## config.mk

```make
export PLATFORM = sky130hd
export DESIGN_NAME = smoothed_gain_with_peak_meter_unit_flat
export DESIGN_NICKNAME = d
export VERILOG_FILES = /design/src/rtl/sgpm_pkg.sv /design/src/rtl/sgpm_ifs.sv /design/src/rtl/sgpm_gain.sv /design/src/rtl/sgpm_decay.sv /design/src/rtl/smoothed_gain_with_peak_meter_unit.sv /design/src/flat_wrapper.sv
export SDC_FILE = /design/constraint.sdc
export NUM_CORES = 1
export LEC_CHECK = 0
export ABC_CLOCK_PERIOD_IN_PS = 8200
export BUFFER_PORTS_ARGS = -buffer_cell sky130_fd_sc_hd__buf_2
export CORE_MARGIN = 8
export CORE_UTILIZATION = 50
export DETAILED_ROUTE_END_ITERATION = 10
export GPL_TIMING_DRIVEN = 0
export PLACE_DENSITY = 0.72
export SETUP_SLACK_MARGIN = 0.4
export SYNTH_ARGS = -nofsm -noshare
export SYNTH_HDL_FRONTEND = slang
export SYNTH_SLANG_ARGS = --single-unit
```

## constraint.sdc

```tcl
create_clock -name clk -period 8.2 [get_ports clk]
set_input_delay 0 -clock clk [delete_from_list [all_inputs] [get_ports clk]]
set_output_delay 0 -clock clk [all_outputs]
set_load 0.005 [all_outputs]
```

## src/rtl/sgpm_pkg.sv

```systemverilog
// Shared constants, types and codes for the smoothed gain and peak meter unit.
// No dependencies; the RTL files refer to it by scoped names, the testbench files import it.
package sgpm_pkg;

  localparam int SAMPLE_BITS    = 24;
  localparam int PEAK_BITS      = SAMPLE_BITS - 1;
  localparam int GAIN_BITS      = 28;
  localparam int GAIN_FRAC      = 24;
  localparam int TARGET_BITS    = 16;
  localparam int TARGET_FRAC    = 12;
  localparam int DECAY_BITS     = 24;
  localparam int DECAY_FRAC     = 24;
  localparam int COUNT_BITS     = 13;
  localparam int MAX_BLOCK      = 4096;
  localparam int CFG_INDEX_BITS = 1;
  localparam int CFG_DATA_BITS  = 24;

  // smoother: g = floor((99*g + target_q4_24 + 50) / 100)
  localparam int SMOOTH_MUL = 99;
  localparam int DIV_CONST  = 100;
  localparam int ROUND_BIAS = 50;
  localparam int NUM_BITS   = 35;
  localparam int REM_BITS   = $clog2(DIV_CONST);

  localparam int GAIN_CNT_BITS  = $clog2(NUM_BITS);
  localparam int DECAY_CNT_BITS = $clog2(DECAY_BITS);

  typedef logic signed [SAMPLE_BITS-1:0] sample_t;
  typedef logic [SAMPLE_BITS-1:0]        mag_t;
  typedef logic [PEAK_BITS-1:0]          peak_t;
  typedef logic [GAIN_BITS-1:0]          gain_t;
  typedef logic [GAIN_BITS:0]            gsum_t;
  typedef logic [NUM_BITS-1:0]           num_t;
  typedef logic [REM_BITS-1:0]           rem_t;
  typedef logic [REM_BITS:0]             rem_shift_t;
  typedef logic [TARGET_BITS-1:0]        target_t;
  typedef logic [DECAY_BITS-1:0]         decay_t;
  typedef logic [DECAY_BITS:0]           dsum_t;
  typedef logic [PEAK_BITS:0]            msum_t;
  typedef logic [COUNT_BITS-1:0]         count_t;
  typedef logic [GAIN_CNT_BITS-1:0]      gcnt_t;
  typedef logic [DECAY_CNT_BITS-1:0]     dcnt_t;
  typedef logic [CFG_INDEX_BITS-1:0]     cfg_index_t;
  typedef logic [CFG_DATA_BITS-1:0]      cfg_data_t;

  localparam target_t TARGET_RESET = target_t'(4096);
  localparam decay_t  DECAY_RESET  = decay_t'(3495);
  localparam gain_t   GAIN_RESET   = gain_t'(TARGET_RESET) << (GAIN_FRAC - TARGET_FRAC);
  localparam gsum_t   SAT_HALF     = gsum_t'(1) << (SAMPLE_BITS - 1);
  localparam gsum_t   SAT_POS      = SAT_HALF - gsum_t'(1);

  typedef enum logic [CFG_INDEX_BITS-1:0] {
    REG_TARGET_GAIN      = 1'b0,
    REG_DECAY_PER_SAMPLE = 1'b1
  } cfg_reg_t;

  typedef enum logic {
    ST_IDLE,
    ST_BUSY
  } top_state_t;

  typedef enum logic [1:0] {
    GP_IDLE,
    GP_DIV,
    GP_MUL,
    GP_SAT
  } gain_phase_t;

  typedef enum logic [2:0] {
    DP_IDLE,
    DP_COUNT,
    DP_LOAD,
    DP_SCALE,
    DP_FIN
  } decay_phase_t;

  typedef struct packed {
    logic busy;
    logic valid;
  } unit_status_t;

endpackage

```

## src/rtl/sgpm_ifs.sv

```systemverilog
// Valid/ready channel interfaces: audio words in, result words out, config writes.
// Depends on sgpm_pkg for payload types.
interface sgpm_audio_if;
  logic               valid;
  logic               ready;
  sgpm_pkg::sample_t  sample_in;
  logic               block_last;
  modport source (output valid, output sample_in, output block_last, input ready);
  modport sink   (input valid, input sample_in, input block_last, output ready);
endinterface

interface sgpm_result_if;
  logic               valid;
  logic               ready;
  sgpm_pkg::sample_t  sample_out;
  sgpm_pkg::peak_t    meter_level;
  logic               block_done;
  modport source (output valid, output sample_out, output meter_level, output block_done,
                  input ready);
  modport sink   (input valid, input sample_out, input meter_level, input block_done,
                  output ready);
endinterface

interface sgpm_cfg_if;
  logic                  valid;
  logic                  ready;
  sgpm_pkg::cfg_index_t  index;
  sgpm_pkg::cfg_data_t   data;
  modport source (output valid, output index, output data, input ready);
  modport sink   (input valid, input index, input data, output ready);
endinterface

```

## src/rtl/sgpm_gain.sv

```systemverilog
// Gain path: one-pole smoother (bit-serial divide by 100), bit-serial
// sample-by-gain multiply, rounding and saturation. Depends on sgpm_pkg.
module sgpm_gain (
  input  logic                   clk,
  input  logic                   rst,
  input  logic                   start,
  input  sgpm_pkg::sample_t      sample_in,
  input  sgpm_pkg::target_t      target_gain,
  output sgpm_pkg::unit_status_t status,
  output sgpm_pkg::sample_t      sample_out,
  output sgpm_pkg::peak_t        peak_abs
);

  sgpm_pkg::gain_phase_t phase, phase_next;
  sgpm_pkg::gain_t       g;
  sgpm_pkg::num_t        num;
  sgpm_pkg::num_t        num_init;
  sgpm_pkg::rem_t        rem;
  sgpm_pkg::rem_t        rem_next;
  sgpm_pkg::rem_shift_t  rem_shift;
  logic                  quo_bit;
  sgpm_pkg::gcnt_t       cnt;
  sgpm_pkg::mag_t        mag_in;
  sgpm_pkg::mag_t        lo;
  sgpm_pkg::gain_t       hi;
  sgpm_pkg::gsum_t       acc_sum;
  sgpm_pkg::gsum_t       rounded;
  sgpm_pkg::gsum_t       clipped;
  sgpm_pkg::sample_t     sat_value;
  sgpm_pkg::peak_t       sat_abs;
  logic                  neg;
  logic                  valid;

  assign num_init = sgpm_pkg::num_t'(g) * sgpm_pkg::num_t'(sgpm_pkg::SMOOTH_MUL)
                  + sgpm_pkg::num_t'({target_gain,
                                      {(sgpm_pkg::GAIN_FRAC - sgpm_pkg::TARGET_FRAC){1'b0}}})
                  + sgpm_pkg::num_t'(sgpm_pkg::ROUND_BIAS);

  assign mag_in = sample_in[sgpm_pkg::SAMPLE_BITS-1] ? sgpm_pkg::mag_t'(-sample_in)
                                                      : sgpm_pkg::mag_t'(sample_in);

  // restoring divide by 100, one quotient bit per cycle
  assign rem_shift = {rem, num[sgpm_pkg::NUM_BITS-1]};
  assign quo_bit   = (rem_shift >= sgpm_pkg::rem_shift_t'(sgpm_pkg::DIV_CONST));
  assign rem_next  = quo_bit ? sgpm_pkg::rem_t'(rem_shift -
                                                sgpm_pkg::rem_shift_t'(sgpm_pkg::DIV_CONST))
                             : rem_shift[sgpm_pkg::REM_BITS-1:0];

  // shift-add multiply, LSB of the magnitude first
  assign acc_sum = {1'b0, hi} + (lo[0] ? {1'b0, g} : sgpm_pkg::gsum_t'(0));

  // round half away from zero, then saturate
  assign rounded = {1'b0, hi} + sgpm_pkg::gsum_t'(lo[sgpm_pkg::SAMPLE_BITS-1]);

  always_comb begin
    if (neg) begin
      clipped   = (rounded > sgpm_pkg::SAT_HALF) ? sgpm_pkg::SAT_HALF : rounded;
      sat_value = sgpm_pkg::sample_t'(sgpm_pkg::gsum_t'(0) - clipped);
    end else begin
      clipped   = (rounded > sgpm_pkg::SAT_POS) ? sgpm_pkg::SAT_POS : rounded;
      sat_value = sgpm_pkg::sample_t'(clipped);
    end
    sat_abs = (clipped > sgpm_pkg::SAT_POS) ? sgpm_pkg::peak_t'(sgpm_pkg::SAT_POS)
                                            : sgpm_pkg::peak_t'(clipped);
  end

  always_comb begin
    phase_next = phase;
    unique case (phase)
      sgpm_pkg::GP_IDLE: if (start) phase_next = sgpm_pkg::GP_DIV;
      sgpm_pkg::GP_DIV:  if (cnt == '0) phase_next = sgpm_pkg::GP_MUL;
      sgpm_pkg::GP_MUL:  if (cnt == '0) phase_next = sgpm_pkg::GP_SAT;
      sgpm_pkg::GP_SAT:  phase_next = sgpm_pkg::GP_IDLE;
    endcase
  end

  always_comb begin
    status.busy  = (phase != sgpm_pkg::GP_IDLE);
    status.valid = valid;
  end

  always_ff @(posedge clk) begin
    if (rst) begin
      phase <= sgpm_pkg::GP_IDLE;
      g     <= sgpm_pkg::GAIN_RESET;
      valid <= 1'b0;
    end else begin
      phase <= phase_next;
      unique case (phase)
        sgpm_pkg::GP_IDLE: begin
          if (start) begin
            num   <= num_init;
            rem   <= '0;
            cnt   <= sgpm_pkg::gcnt_t'(sgpm_pkg::NUM_BITS - 1);
            lo    <= mag_in;
            neg   <= sample_in[sgpm_pkg::SAMPLE_BITS-1];
            valid <= 1'b0;
          end
        end
        sgpm_pkg::GP_DIV: begin
          rem <= rem_next;
          num <= {num[sgpm_pkg::NUM_BITS-2:0], quo_bit};
          cnt <= cnt - sgpm_pkg::gcnt_t'(1);
          if (cnt == '0) begin
            g   <= {num[sgpm_pkg::GAIN_BITS-2:0], quo_bit};
            hi  <= '0;
            cnt <= sgpm_pkg::gcnt_t'(sgpm_pkg::SAMPLE_BITS - 1);
          end
        end
        sgpm_pkg::GP_MUL: begin
          hi  <= acc_sum[sgpm_pkg::GAIN_BITS:1];
          lo  <= {acc_sum[0], lo[sgpm_pkg::SAMPLE_BITS-1:1]};
          cnt <= cnt - sgpm_pkg::gcnt_t'(1);
        end
        sgpm_pkg::GP_SAT: begin
          sample_out <= sat_value;
          peak_abs   <= sat_abs;
          valid      <= 1'b1;
        end
      endcase
    end
  end

endmodule

```

## src/rtl/sgpm_decay.sv

```systemverilog
// Meter decay: bit-serial count * decay_per_sample, then bit-serial
// meter * decay with full-decay clamp. Depends on sgpm_pkg.
module sgpm_decay (
  input  logic                   clk,
  input  logic                   rst,
  input  logic                   start,
  input  sgpm_pkg::count_t       count,
  input  sgpm_pkg::decay_t       decay_per_sample,
  input  sgpm_pkg::peak_t        meter_value,
  output sgpm_pkg::unit_status_t status,
  output sgpm_pkg::peak_t        meter_decayed
);

  sgpm_pkg::decay_phase_t phase, phase_next;
  sgpm_pkg::dcnt_t        cnt;
  sgpm_pkg::decay_t       d_hi;
  sgpm_pkg::count_t       d_lo;
  sgpm_pkg::dsum_t        d_sum;
  sgpm_pkg::decay_t       d_sr;
  sgpm_pkg::peak_t        m_hi;
  sgpm_pkg::msum_t        m_sum;
  logic                   full;
  logic                   valid;

  localparam int HI_KEEP = sgpm_pkg::DECAY_FRAC - sgpm_pkg::COUNT_BITS;

  assign d_sum = {1'b0, d_hi} + (d_lo[0] ? {1'b0, decay_per_sample} : sgpm_pkg::dsum_t'(0));
  assign m_sum = {1'b0, m_hi} + (d_sr[0] ? {1'b0, meter_value} : sgpm_pkg::msum_t'(0));

  always_comb begin
    phase_next = phase;
    unique case (phase)
      sgpm_pkg::DP_IDLE:  if (start) phase_next = sgpm_pkg::DP_COUNT;
      sgpm_pkg::DP_COUNT: if (cnt == '0) phase_next = sgpm_pkg::DP_LOAD;
      sgpm_pkg::DP_LOAD:  phase_next = sgpm_pkg::DP_SCALE;
      sgpm_pkg::DP_SCALE: if (cnt == '0) phase_next = sgpm_pkg::DP_FIN;
      sgpm_pkg::DP_FIN:   phase_next = sgpm_pkg::DP_IDLE;
      default:            phase_next = sgpm_pkg::DP_IDLE;
    endcase
  end

  always_comb begin
    status.busy  = (phase != sgpm_pkg::DP_IDLE);
    status.valid = valid;
  end

  always_ff @(posedge clk) begin
    if (rst) begin
      phase <= sgpm_pkg::DP_IDLE;
      valid <= 1'b0;
    end else begin
      phase <= phase_next;
      unique case (phase)
        sgpm_pkg::DP_IDLE: begin
          if (start) begin
            d_hi  <= '0;
            d_lo  <= count;
            cnt   <= sgpm_pkg::dcnt_t'(sgpm_pkg::COUNT_BITS - 1);
            valid <= 1'b0;
          end
        end
        sgpm_pkg::DP_COUNT: begin
          d_hi <= d_sum[sgpm_pkg::DECAY_BITS:1];
          d_lo <= {d_sum[0], d_lo[sgpm_pkg::COUNT_BITS-1:1]};
          cnt  <= cnt - sgpm_pkg::dcnt_t'(1);
        end
        sgpm_pkg::DP_LOAD: begin
          // product is {d_hi, d_lo}; at or above 1.0 the meter clears
          d_sr <= {d_hi[HI_KEEP-1:0], d_lo};
          full <= |d_hi[sgpm_pkg::DECAY_BITS-1:HI_KEEP];
          m_hi <= '0;
          cnt  <= sgpm_pkg::dcnt_t'(sgpm_pkg::DECAY_BITS - 1);
        end
        sgpm_pkg::DP_SCALE: begin
          m_hi <= m_sum[sgpm_pkg::PEAK_BITS:1];
          d_sr <= {m_sum[0], d_sr[sgpm_pkg::DECAY_BITS-1:1]};
          cnt  <= cnt - sgpm_pkg::dcnt_t'(1);
        end
        sgpm_pkg::DP_FIN: begin
          meter_decayed <= full ? sgpm_pkg::peak_t'(0) : meter_value - m_hi;
          valid         <= 1'b1;
        end
        default: ;
      endcase
    end
  end

endmodule

```

## src/rtl/smoothed_gain_with_peak_meter_unit.sv

```systemverilog
// Smoothed gain with block peak meter, top level.
// One word at a time: the next audio word is taken only once the result of the
// last one is committed, and the 35-step divide by 100 plus the 24-step serial
// multiply in sgpm_gain set how long that takes.
// The output register frees the input side while a result waits to be taken.
// Synchronous active-high rst: gain to unity, meter, peak and count to zero.
module smoothed_gain_with_peak_meter_unit (
  input  logic           clk,
  input  logic           rst,
  sgpm_audio_if.sink     audio,
  sgpm_result_if.source  result,
  sgpm_cfg_if.sink       cfg
);

  sgpm_pkg::top_state_t   state, state_next;
  sgpm_pkg::target_t      target_gain;
  sgpm_pkg::decay_t       decay_per_sample;
  sgpm_pkg::peak_t        block_peak;
  sgpm_pkg::peak_t        meter_value;
  sgpm_pkg::count_t       count;
  sgpm_pkg::count_t       count_inc;
  logic                   last_q;

  logic                   in_ready;
  logic                   start;
  logic                   commit;
  logic                   out_free;

  sgpm_pkg::unit_status_t gain_st;
  sgpm_pkg::unit_status_t decay_st;
  sgpm_pkg::sample_t      gain_sample;
  sgpm_pkg::peak_t        gain_abs;
  sgpm_pkg::peak_t        meter_decayed;
  sgpm_pkg::peak_t        peak_new;
  sgpm_pkg::peak_t        meter_new;

  logic                   out_valid;
  sgpm_pkg::sample_t      out_sample;
  sgpm_pkg::peak_t        out_meter;
  logic                   out_done;

  sgpm_gain u_gain (
    .clk         (clk),
    .rst         (rst),
    .start       (start),
    .sample_in   (audio.sample_in),
    .target_gain (target_gain),
    .status      (gain_st),
    .sample_out  (gain_sample),
    .peak_abs    (gain_abs)
  );

  sgpm_decay u_decay (
    .clk              (clk),
    .rst              (rst),
    .start            (start),
    .count            (count_inc),
    .decay_per_sample (decay_per_sample),
    .meter_value      (meter_value),
    .status           (decay_st),
    .meter_decayed    (meter_decayed)
  );

  assign count_inc = (count < sgpm_pkg::count_t'(sgpm_pkg::MAX_BLOCK))
                   ? count + sgpm_pkg::count_t'(1) : count;
  assign peak_new  = (gain_abs > block_peak) ? gain_abs : block_peak;
  assign meter_new = (peak_new > meter_decayed) ? peak_new : meter_decayed;
  assign out_free  = !out_valid || result.ready;

  assign audio.ready       = in_ready;
  assign cfg.ready         = 1'b1;
  assign result.valid      = out_valid;
  assign result.sample_out = out_sample;
  assign result.meter_level = out_meter;
  assign result.block_done = out_done;

  always_comb begin
    state_next = state;
    unique case (state)
      sgpm_pkg::ST_IDLE: if (audio.valid) state_next = sgpm_pkg::ST_BUSY;
      sgpm_pkg::ST_BUSY: if (commit) state_next = sgpm_pkg::ST_IDLE;
    endcase
  end

  always_comb begin
    in_ready = 1'b0;
    start    = 1'b0;
    commit   = 1'b0;
    unique case (state)
      sgpm_pkg::ST_IDLE: begin
        in_ready = 1'b1;
        start    = audio.valid;
      end
      sgpm_pkg::ST_BUSY: begin
        commit = gain_st.valid && decay_st.valid && out_free;
      end
    endcase
  end

  always_ff @(posedge clk) begin
    if (rst) begin
      state            <= sgpm_pkg::ST_IDLE;
      target_gain      <= sgpm_pkg::TARGET_RESET;
      decay_per_sample <= sgpm_pkg::DECAY_RESET;
      block_peak       <= '0;
      meter_value      <= '0;
      count            <= '0;
      out_valid        <= 1'b0;
    end else begin
      state <= state_next;
      if (cfg.valid) begin
        unique case (sgpm_pkg::cfg_reg_t'(cfg.index))
          sgpm_pkg::REG_TARGET_GAIN:
            target_gain <= cfg.data[sgpm_pkg::TARGET_BITS-1:0];
          sgpm_pkg::REG_DECAY_PER_SAMPLE:
            decay_per_sample <= cfg.data[sgpm_pkg::DECAY_BITS-1:0];
        endcase
      end
      if (start) begin
        last_q <= audio.block_last;
      end
      if (commit) begin
        out_valid  <= 1'b1;
        out_sample <= gain_sample;
        out_done   <= last_q;
        if (last_q) begin
          meter_value <= meter_new;
          out_meter   <= meter_new;
          block_peak  <= '0;
          count       <= '0;
        end else begin
          out_meter  <= meter_value;
          block_peak <= peak_new;
          count      <= count_inc;
        end
      end else if (result.ready) begin
        out_valid <= 1'b0;
      end
    end
  end

  a_commit_shows: assert property (@(posedge clk) disable iff (rst)
    commit |=> result.valid)
    else $error("result word not presented after commit");

  a_units_idle: assert property (@(posedge clk) disable iff (rst)
    (gain_st.busy || decay_st.busy) |-> (state == sgpm_pkg::ST_BUSY))
    else $error("serial unit running with no word in flight");

  a_block_clear: assert property (@(posedge clk) disable iff (rst)
    (commit && last_q) |=> (block_peak == '0 && count == '0))
    else $error("block state not cleared at block end");

  a_count_cap: assert property (@(posedge clk) disable iff (rst)
    count <= sgpm_pkg::count_t'(sgpm_pkg::MAX_BLOCK))
    else $error("sample count above block limit");

endmodule

```

## src/flat_wrapper.sv

```systemverilog
// flat-port wrapper written by rule: the top's interface ports become plain ports
module smoothed_gain_with_peak_meter_unit_flat 
  (clk, rst, audio_valid, audio_sample_in, audio_block_last, audio_ready, result_valid, result_sample_out, result_meter_level, result_block_done, result_ready, cfg_valid, cfg_index, cfg_data, cfg_ready);
  sgpm_audio_if audio_i ();
  sgpm_result_if result_i ();
  sgpm_cfg_if cfg_i ();
  input  logic clk;
  input  logic rst;
  input wire logic [$bits(audio_i.valid)-1:0] audio_valid;
  input wire logic [$bits(audio_i.sample_in)-1:0] audio_sample_in;
  input wire logic [$bits(audio_i.block_last)-1:0] audio_block_last;
  output wire logic [$bits(audio_i.ready)-1:0] audio_ready;
  output wire logic [$bits(result_i.valid)-1:0] result_valid;
  output wire logic [$bits(result_i.sample_out)-1:0] result_sample_out;
  output wire logic [$bits(result_i.meter_level)-1:0] result_meter_level;
  output wire logic [$bits(result_i.block_done)-1:0] result_block_done;
  input wire logic [$bits(result_i.ready)-1:0] result_ready;
  input wire logic [$bits(cfg_i.valid)-1:0] cfg_valid;
  input wire logic [$bits(cfg_i.index)-1:0] cfg_index;
  input wire logic [$bits(cfg_i.data)-1:0] cfg_data;
  output wire logic [$bits(cfg_i.ready)-1:0] cfg_ready;
  assign audio_i.valid = audio_valid;
  assign audio_i.sample_in = audio_sample_in;
  assign audio_i.block_last = audio_block_last;
  assign audio_ready = audio_i.ready;
  assign result_valid = result_i.valid;
  assign result_sample_out = result_i.sample_out;
  assign result_meter_level = result_i.meter_level;
  assign result_block_done = result_i.block_done;
  assign result_i.ready = result_ready;
  assign cfg_i.valid = cfg_valid;
  assign cfg_i.index = cfg_index;
  assign cfg_i.data = cfg_data;
  assign cfg_ready = cfg_i.ready;
  smoothed_gain_with_peak_meter_unit u_core (.clk(clk), .rst(rst), .audio(audio_i), .result(result_i), .cfg(cfg_i));
endmodule
```

After elaboration in Yosys (flattened, before gate mapping)
Cells that the tools add are included.
{ "word_totals": {"output_inout_bits": 51, "inputBits": 55, "word_cells": 161, "reg_bits": 446} }
{ "classes": {"order_cmp": 7, "n_reduce_logical": 40, "n_mul": 1, "mux": 53, "n_bitwise": 3, "n_addsub": 13, "n_eq_ne": 13} }
{ "ops": {"columns": ["op", "count"], "rows": [
  ["24-bit one-hot mux with 2 select lines", 3],
  ["24-bit 2-to-1 mux", 5],
  ["23-bit 2-to-1 mux", 5],
  ["29-bit 2-to-1 mux", 3],
  ["35-bit one-hot mux with 2 select lines", 1],
  ["29-bit by 23-bit greater-than comparator with 1-bit output, second input constant", 2],
  ["28-bit 2-to-1 mux", 2],
  ["28-bit one-hot mux with 2 select lines", 1],
  ["23-bit greater-than comparator", 2],
  ["23-bit one-hot mux with 2 select lines", 1],
  ["13-bit 2-to-1 mux", 3],
  ["35-bit by 28-bit adder with 35-bit output", 1],
  ["35-bit by 6-bit adder with 35-bit output, second input constant", 1],
  ["28-bit by 7-bit multiplier with 35-bit output, second input constant", 1],
  ["35-bit 2-to-1 mux", 1],
  ["28-bit by 1-bit adder with 29-bit output", 1],
  ["28-bit by 28-bit adder with 29-bit output", 1],
  ["29-bit by 24-bit greater-than comparator with 1-bit output, second input constant", 1],
  ["3-bit AND reduction", 9],
  ["13-bit one-hot mux with 2 select lines", 1],
  ["24-bit by 25-bit adder with 25-bit output", 1],
  ["23-bit by 23-bit adder with 24-bit output", 1],
  ["24-bit negation", 1],
  ["1-bit by 24-bit subtractor with 24-bit output, first input constant", 1],
  ["other kinds (39)", 81]
]} }

Longest topological paths before layout
{ "depth": {"depth_word": 6, "ltp_mapped": 25} }

Cells and area by module
Synthesis repeated with hierarchy kept, for this count alone.
{ "hier_totals": {"hier_cells": 3201, "hier_area_um2": 30155.2} }
{ "by_module_without_submodules": {"columns": ["mod", "cells_each", "area_per_inst_um2", "n_inst"], "rows": [
  ["sgpm_gain", 1524, 14635.3, 1],
  ["sgpm_decay", 914, 8395.6, 1],
  ["smoothed_gain_with_peak_meter_unit", 763, 7124.3, 1]
]} }

Least setup slack after synthesis
No wires, ideal clock.
{ "synth_timing": {"path_kind": "register to register", "from": "register u_core.u_gain.peak_abs[1]", "to": "register u_core.out_meter[1] (netlist: u_core.result.meter_level[1]), data pin", "arrival_ps": 4686, "required_ps": 7922, "stages_incl_launch_ff": 25, "period_less_slack_ps": 4965, "path_slack_ps": 3235, "cell_sequence": "edfxtp_1 -> ha_1 -> nor2b_1 -> o21a_1 -> o21a_1 -> o21a_1 -> o211ai_1 -> a21boi_0 -> o21ai_0 -> a31oi_1 -> buf_2 -> mux2i_1 -> inv_1 -> ha_1 -> a21o_1 -> a21o_1 -> a21o_1 -> a21o_1 -> a211o_1 -> a21oi_1 -> o2111a_1 -> nor2_1 -> nand2_1 -> buf_1 -> o221ai_1"} }
{ "synth_via": {"elab_chain_cells": 5} }
{ "synth_rtl": {"columns": ["element", "line", "source"], "rows": [
  ["start: declaration", "sgpm_gain.sv:11", "output sgpm_pkg::peak_t peak_abs"],
  ["start signal: assignment", "sgpm_gain.sv:117", "peak_abs <= sat_abs;"],
  ["23-bit greater-than comparator", "smoothed_gain_with_peak_meter_unit.sv:66", "assign peak_new = (gain_abs > block_peak) ? gain_abs : block_peak;"],
  ["23-bit 2-to-1 mux (*)", "smoothed_gain_with_peak_meter_unit.sv:66", null],
  ["23-bit greater-than comparator", "smoothed_gain_with_peak_meter_unit.sv:67", "assign meter_new = (peak_new > meter_decayed) ? peak_new : meter_decayed;"],
  ["23-bit 2-to-1 mux (*)", "smoothed_gain_with_peak_meter_unit.sv:67", null],
  ["23-bit 2-to-1 mux (*)", "smoothed_gain_with_peak_meter_unit.sv:126", "if (last_q) begin"],
  ["end signal: assignment", "smoothed_gain_with_peak_meter_unit.sv:128", "out_meter <= meter_new;"],
  ["end signal: assignment", "smoothed_gain_with_peak_meter_unit.sv:132", "out_meter <= meter_value;"],
  ["end: declaration", "smoothed_gain_with_peak_meter_unit.sv:39", "sgpm_pkg::peak_t out_meter;"]
]} }
Every way passes the cells marked *; elsewhere a longest branch is shown, timed or not.
A chain may end at the register's enable or synchronous reset.

Final worst setup path
{ "layout_timing": {"from": "register u_core.u_gain.peak_abs[1]", "to": "register u_core.out_meter[0] (netlist: u_core.result.meter_level[0]), data pin"} }
The elaborated chain is that of the path after synthesis.

==> results_dict.tcl <==
set metrics [dict create \
    pin_count 106 \
    synth_cells 3088 \
    finalPower_w 0.00600 \
    slew_headroom_pct 35.4 \
    gp_congestion 0.912 \
    dieArea_um2 67100 \
    drc_errors 0 \
    grt_usage_pct 21.0 \
    synth_top_area_share_pct 31.5 \
    coreArea_um2 58700 \
    sw_frac_of_total_pct 27.6 \
    cp.required_ps 8440 \
    async_flop_share_pct 0 \
    dp_hpwl_um 54700 \
    critPathCaptureType "flip-flop" \
    cts_buffer_depth 3 \
    rsz0062_at_grt "false" \
    grt_pass1_wl_um 116000 \
    maxCapViolations 0 \
    cts-htree-levels 2 \
    p_seq_share_pct 44.8 \
    rows 89 \
    fillers 4996 \
    start_kind "flip-flop" \
    syn_nets 3470 \
    regToRegSetupSlack_ps 1780 \
    min_period_over_period_pct 78.4 \
    critPathKind "flip-flop to flip-flop" \
    critPathMaxStageDelay_ps 530 \
    die_h_um 259 \
    wirelength_um 72500 \
    initial_core_util_pct 50.3 \
    clock_sinks 446 \
    setup-violations-final 0 \
    ant_nets 0 \
    antennaDiodeCount 0 \
    synth_edf_count 310 \
    final_max_slew_viol_count 0 \
    grt_start_max_net_pins 37 \
    areaGrowthSynthToFinish_pct 14.0 \
    layout-drive-gt1-share_pct 8.32 \
    crit_slowest_cell "a31oi_1" \
    grt-ovfl-total 0 \
    yosysWarningCount 0 \
    fp.dieW_um 259 \
    worstMarginPinSlew_ps 967 \
    cts-resized-gates 0 \
    crit_path_cell_trace "ha_1, nor2b_1, o21a_1, o21a_1, o21a_1, o211ai_1, a21boi_0, o21ai_0, a31oi_1, buf_2, mux2i_1, inv_1, ha_1, a21o_1, a21o_1, a21o_1, a21o_1, a211o_1, a21oi_1, o2111a_1, nor2_1, nand2_1, buf_1, o221ai_1" \
    yosys.area.top_type "edfxtp_1" \
    syn_area_per_cell_um2 9.57 \
    outcome "completed" \
    p_clk_share_pct 38.9 \
    ir_drop_mv 0.149 \
    path_max_fanout 10 \
    finClkSkew_ps 31.6 \
    p_leak_nw 14.0 \
    dr_total_vias 23100 \
    io_buffers 104 \
    power.density_nw_per_um2 178 \
    grt_pass1_vias 22200 \
    period_needed_ps 6420 \
    nets 3706 \
    clkTransAtPathRegs_ps 60 \
    cts_tree "done" \
    combPwrFrac_pct 16.3 \
    finalSetupTns_ps 0 \
    hold_viol 0 \
    synthFlopType "edfxtp_1" \
    max_freq_mhz 156 \
    tritoncts.num_buffers 49 \
    synthTopCellsByArea "edfxtp_1 32%, ha_1 11%, dfxtp_1 9.2%" \
    dr.pass1.iters 6 \
    cp.arrival_ps 6670 \
    cts_root_buffer "clkbuf_16" \
    whs_ps 77.6 \
    yosysSeqAreaShare_pct 40.7 \
    ys_types 88 \
    synth-seq-cells 446 \
    cpMostUsedCell "a21o_1" \
    clk_latency_ps 610 \
    viasPerCell 5.59 \
    synth_area_um2 29500 \
    first_iter_violations 1784 \
    internal_power_w 0.00434 \
    antenna_found_initial 3 \
    wl_per_cell_um 17.5 \
    power.switching_w 0.00166 \
    min_path_type "input pin to flip-flop" \
]
## per-stage QoR
step                      std cells  area, um2  utilization [%]  setup slack (ps)
after global placement         3965      31000             52.9               772
after global routing           4138      33700             57.4              1440
after CTS                      4138      33700             57.4              1870
after floorplan                3088      29500                -              3240
after detailed placement       3979      31300             53.3              1940
final                          4138      33700             57.4              1780
## cells by family after synthesis
family	count (synthesis)	synth area share [%]
buffers and inverters	393	5.17
AOI/OAI and AO/OA	672	14.6
adders and majority gates	327	15.5
muxes	64	2.29
DFF	446	40.7
other	1	0.0127
xor gates and xnor gates	160	4.74
and+or+nand+nor	1025	16.9
## cell usage after synthesis, types with 60 or more instances
library cell and n:
a21o_1 60, a21oi_1 184, and2_1 107, clkbuf_1 90, dfxtp_1 136, edfxtp_1 310, fa_1 66, ha_1 261
inv_1 276, nand2_1 408, nand2b_1 61, nor2_1 161, o21ai_0 172, xnor2_1 74, xor2_1 86
## final cells by class
| class | count | area (um2) | area share, % |
|---|---|---|---|
| Multi-Input combinational cell | 2249 | 16000 | 47.7 |
| Sequential cell | 446 | 12000 | 35.7 |
| Clock buffer | 71 | 1510 | 4.47 |
| Timing Repair Buffer | 185 | 1370 | 4.07 |
| Inverter | 276 | 1040 | 3.08 |
| Tap cell | 773 | 967 | 2.87 |
| Buffer | 117 | 490 | 1.46 |
| Clock inverter | 21 | 223 | 0.661 |
## sequential cells by signal (all words and copies together) (netlist names), 24 cells and up
name and flops:
u_core.u_gain.hi 28, u_core.u_gain.num 35, u_core.u_gain.sample_out 24, u_core.result.sample_out 24, u_core.u_decay.d_hi 24, u_core.u_decay.d_sr 24, u_core.u_gain.lo 24, u_core.decay_per_sample 24
u_core.u_gain.g 28
## layout by cell type (no fill, tap or decap), types with 10 or more instances in the layout
cell             n
a21oi_1        181
o31ai_1         14
nand2_1        408
nand2b_1        61
nor3_1          51
a211oi_1        16
ha_1           261
fa_1            66
mux2_2          29
inv_1          276
xnor2_1         74
xor2_1          86
clkbuf_16       55
buf_2          111
o21a_1          32
o211ai_1        16
o21ai_1         10
and3_1          31
a21boi_0        11
nor2b_1         35
or2_2           11
o21ai_0        172
edfxtp_1       310
o221ai_1        47
or3_1           22
buf_1           11
nand3_1         49
nand4_1         29
and2_1         107
dfxtp_1        136
dlygate4sd3_1   67
mux2i_1         35
a21o_1          60
clkbuf_1        99
a31oi_1         24
nor2_1         159
## final timing paths
path / cells past startpoint / start / to
max: 24 / u_core.u_gain.peak_abs[1] / u_core.result.meter_level[0]
min: 5 / audio_sample_in[0] / u_core.u_gain.lo[1]
max reg2reg: 24 / u_core.u_gain.peak_abs[1] / u_core.result.meter_level[0]
min reg2reg: 0 / u_core.u_gain.sample_out[22] / u_core.result.sample_out[22]
## power groups by stage
stage                     clock network (W)  logic [W]  registers, W
final                               0.00233   0.000976       0.00269
after global placement                    0   0.000894       0.00274
after floorplan                           0   0.000656       0.00271
after global routing                0.00245    0.00109       0.00270
after CTS                           0.00237   0.000975       0.00269
after detailed placement                  0   0.000937       0.00273
## critical path, delay by kind of cell, from the launching register on
kind	cells	cell delay (ps)
compound gates	15	3170
buf+inv	3	920
fa+ha+maj	2	630
simple gates	3	540
flops	1	400
mux	1	400
## layer usage
metal	vias to the layer above	track usage, %	wire (um)
li1	11400	-	-
met1	10900	28.4	32700
met2	673	34.5	33400
met3	117	3.83	4660
met4	4	5.86	1710
met5	-	0	22
## timing repair
item	4_1_cts	5_1_grt
hold endpoints to repair	96	0
setup buffers	0	0
hold buffers	67	0
(Power assumes the default switching activity.)
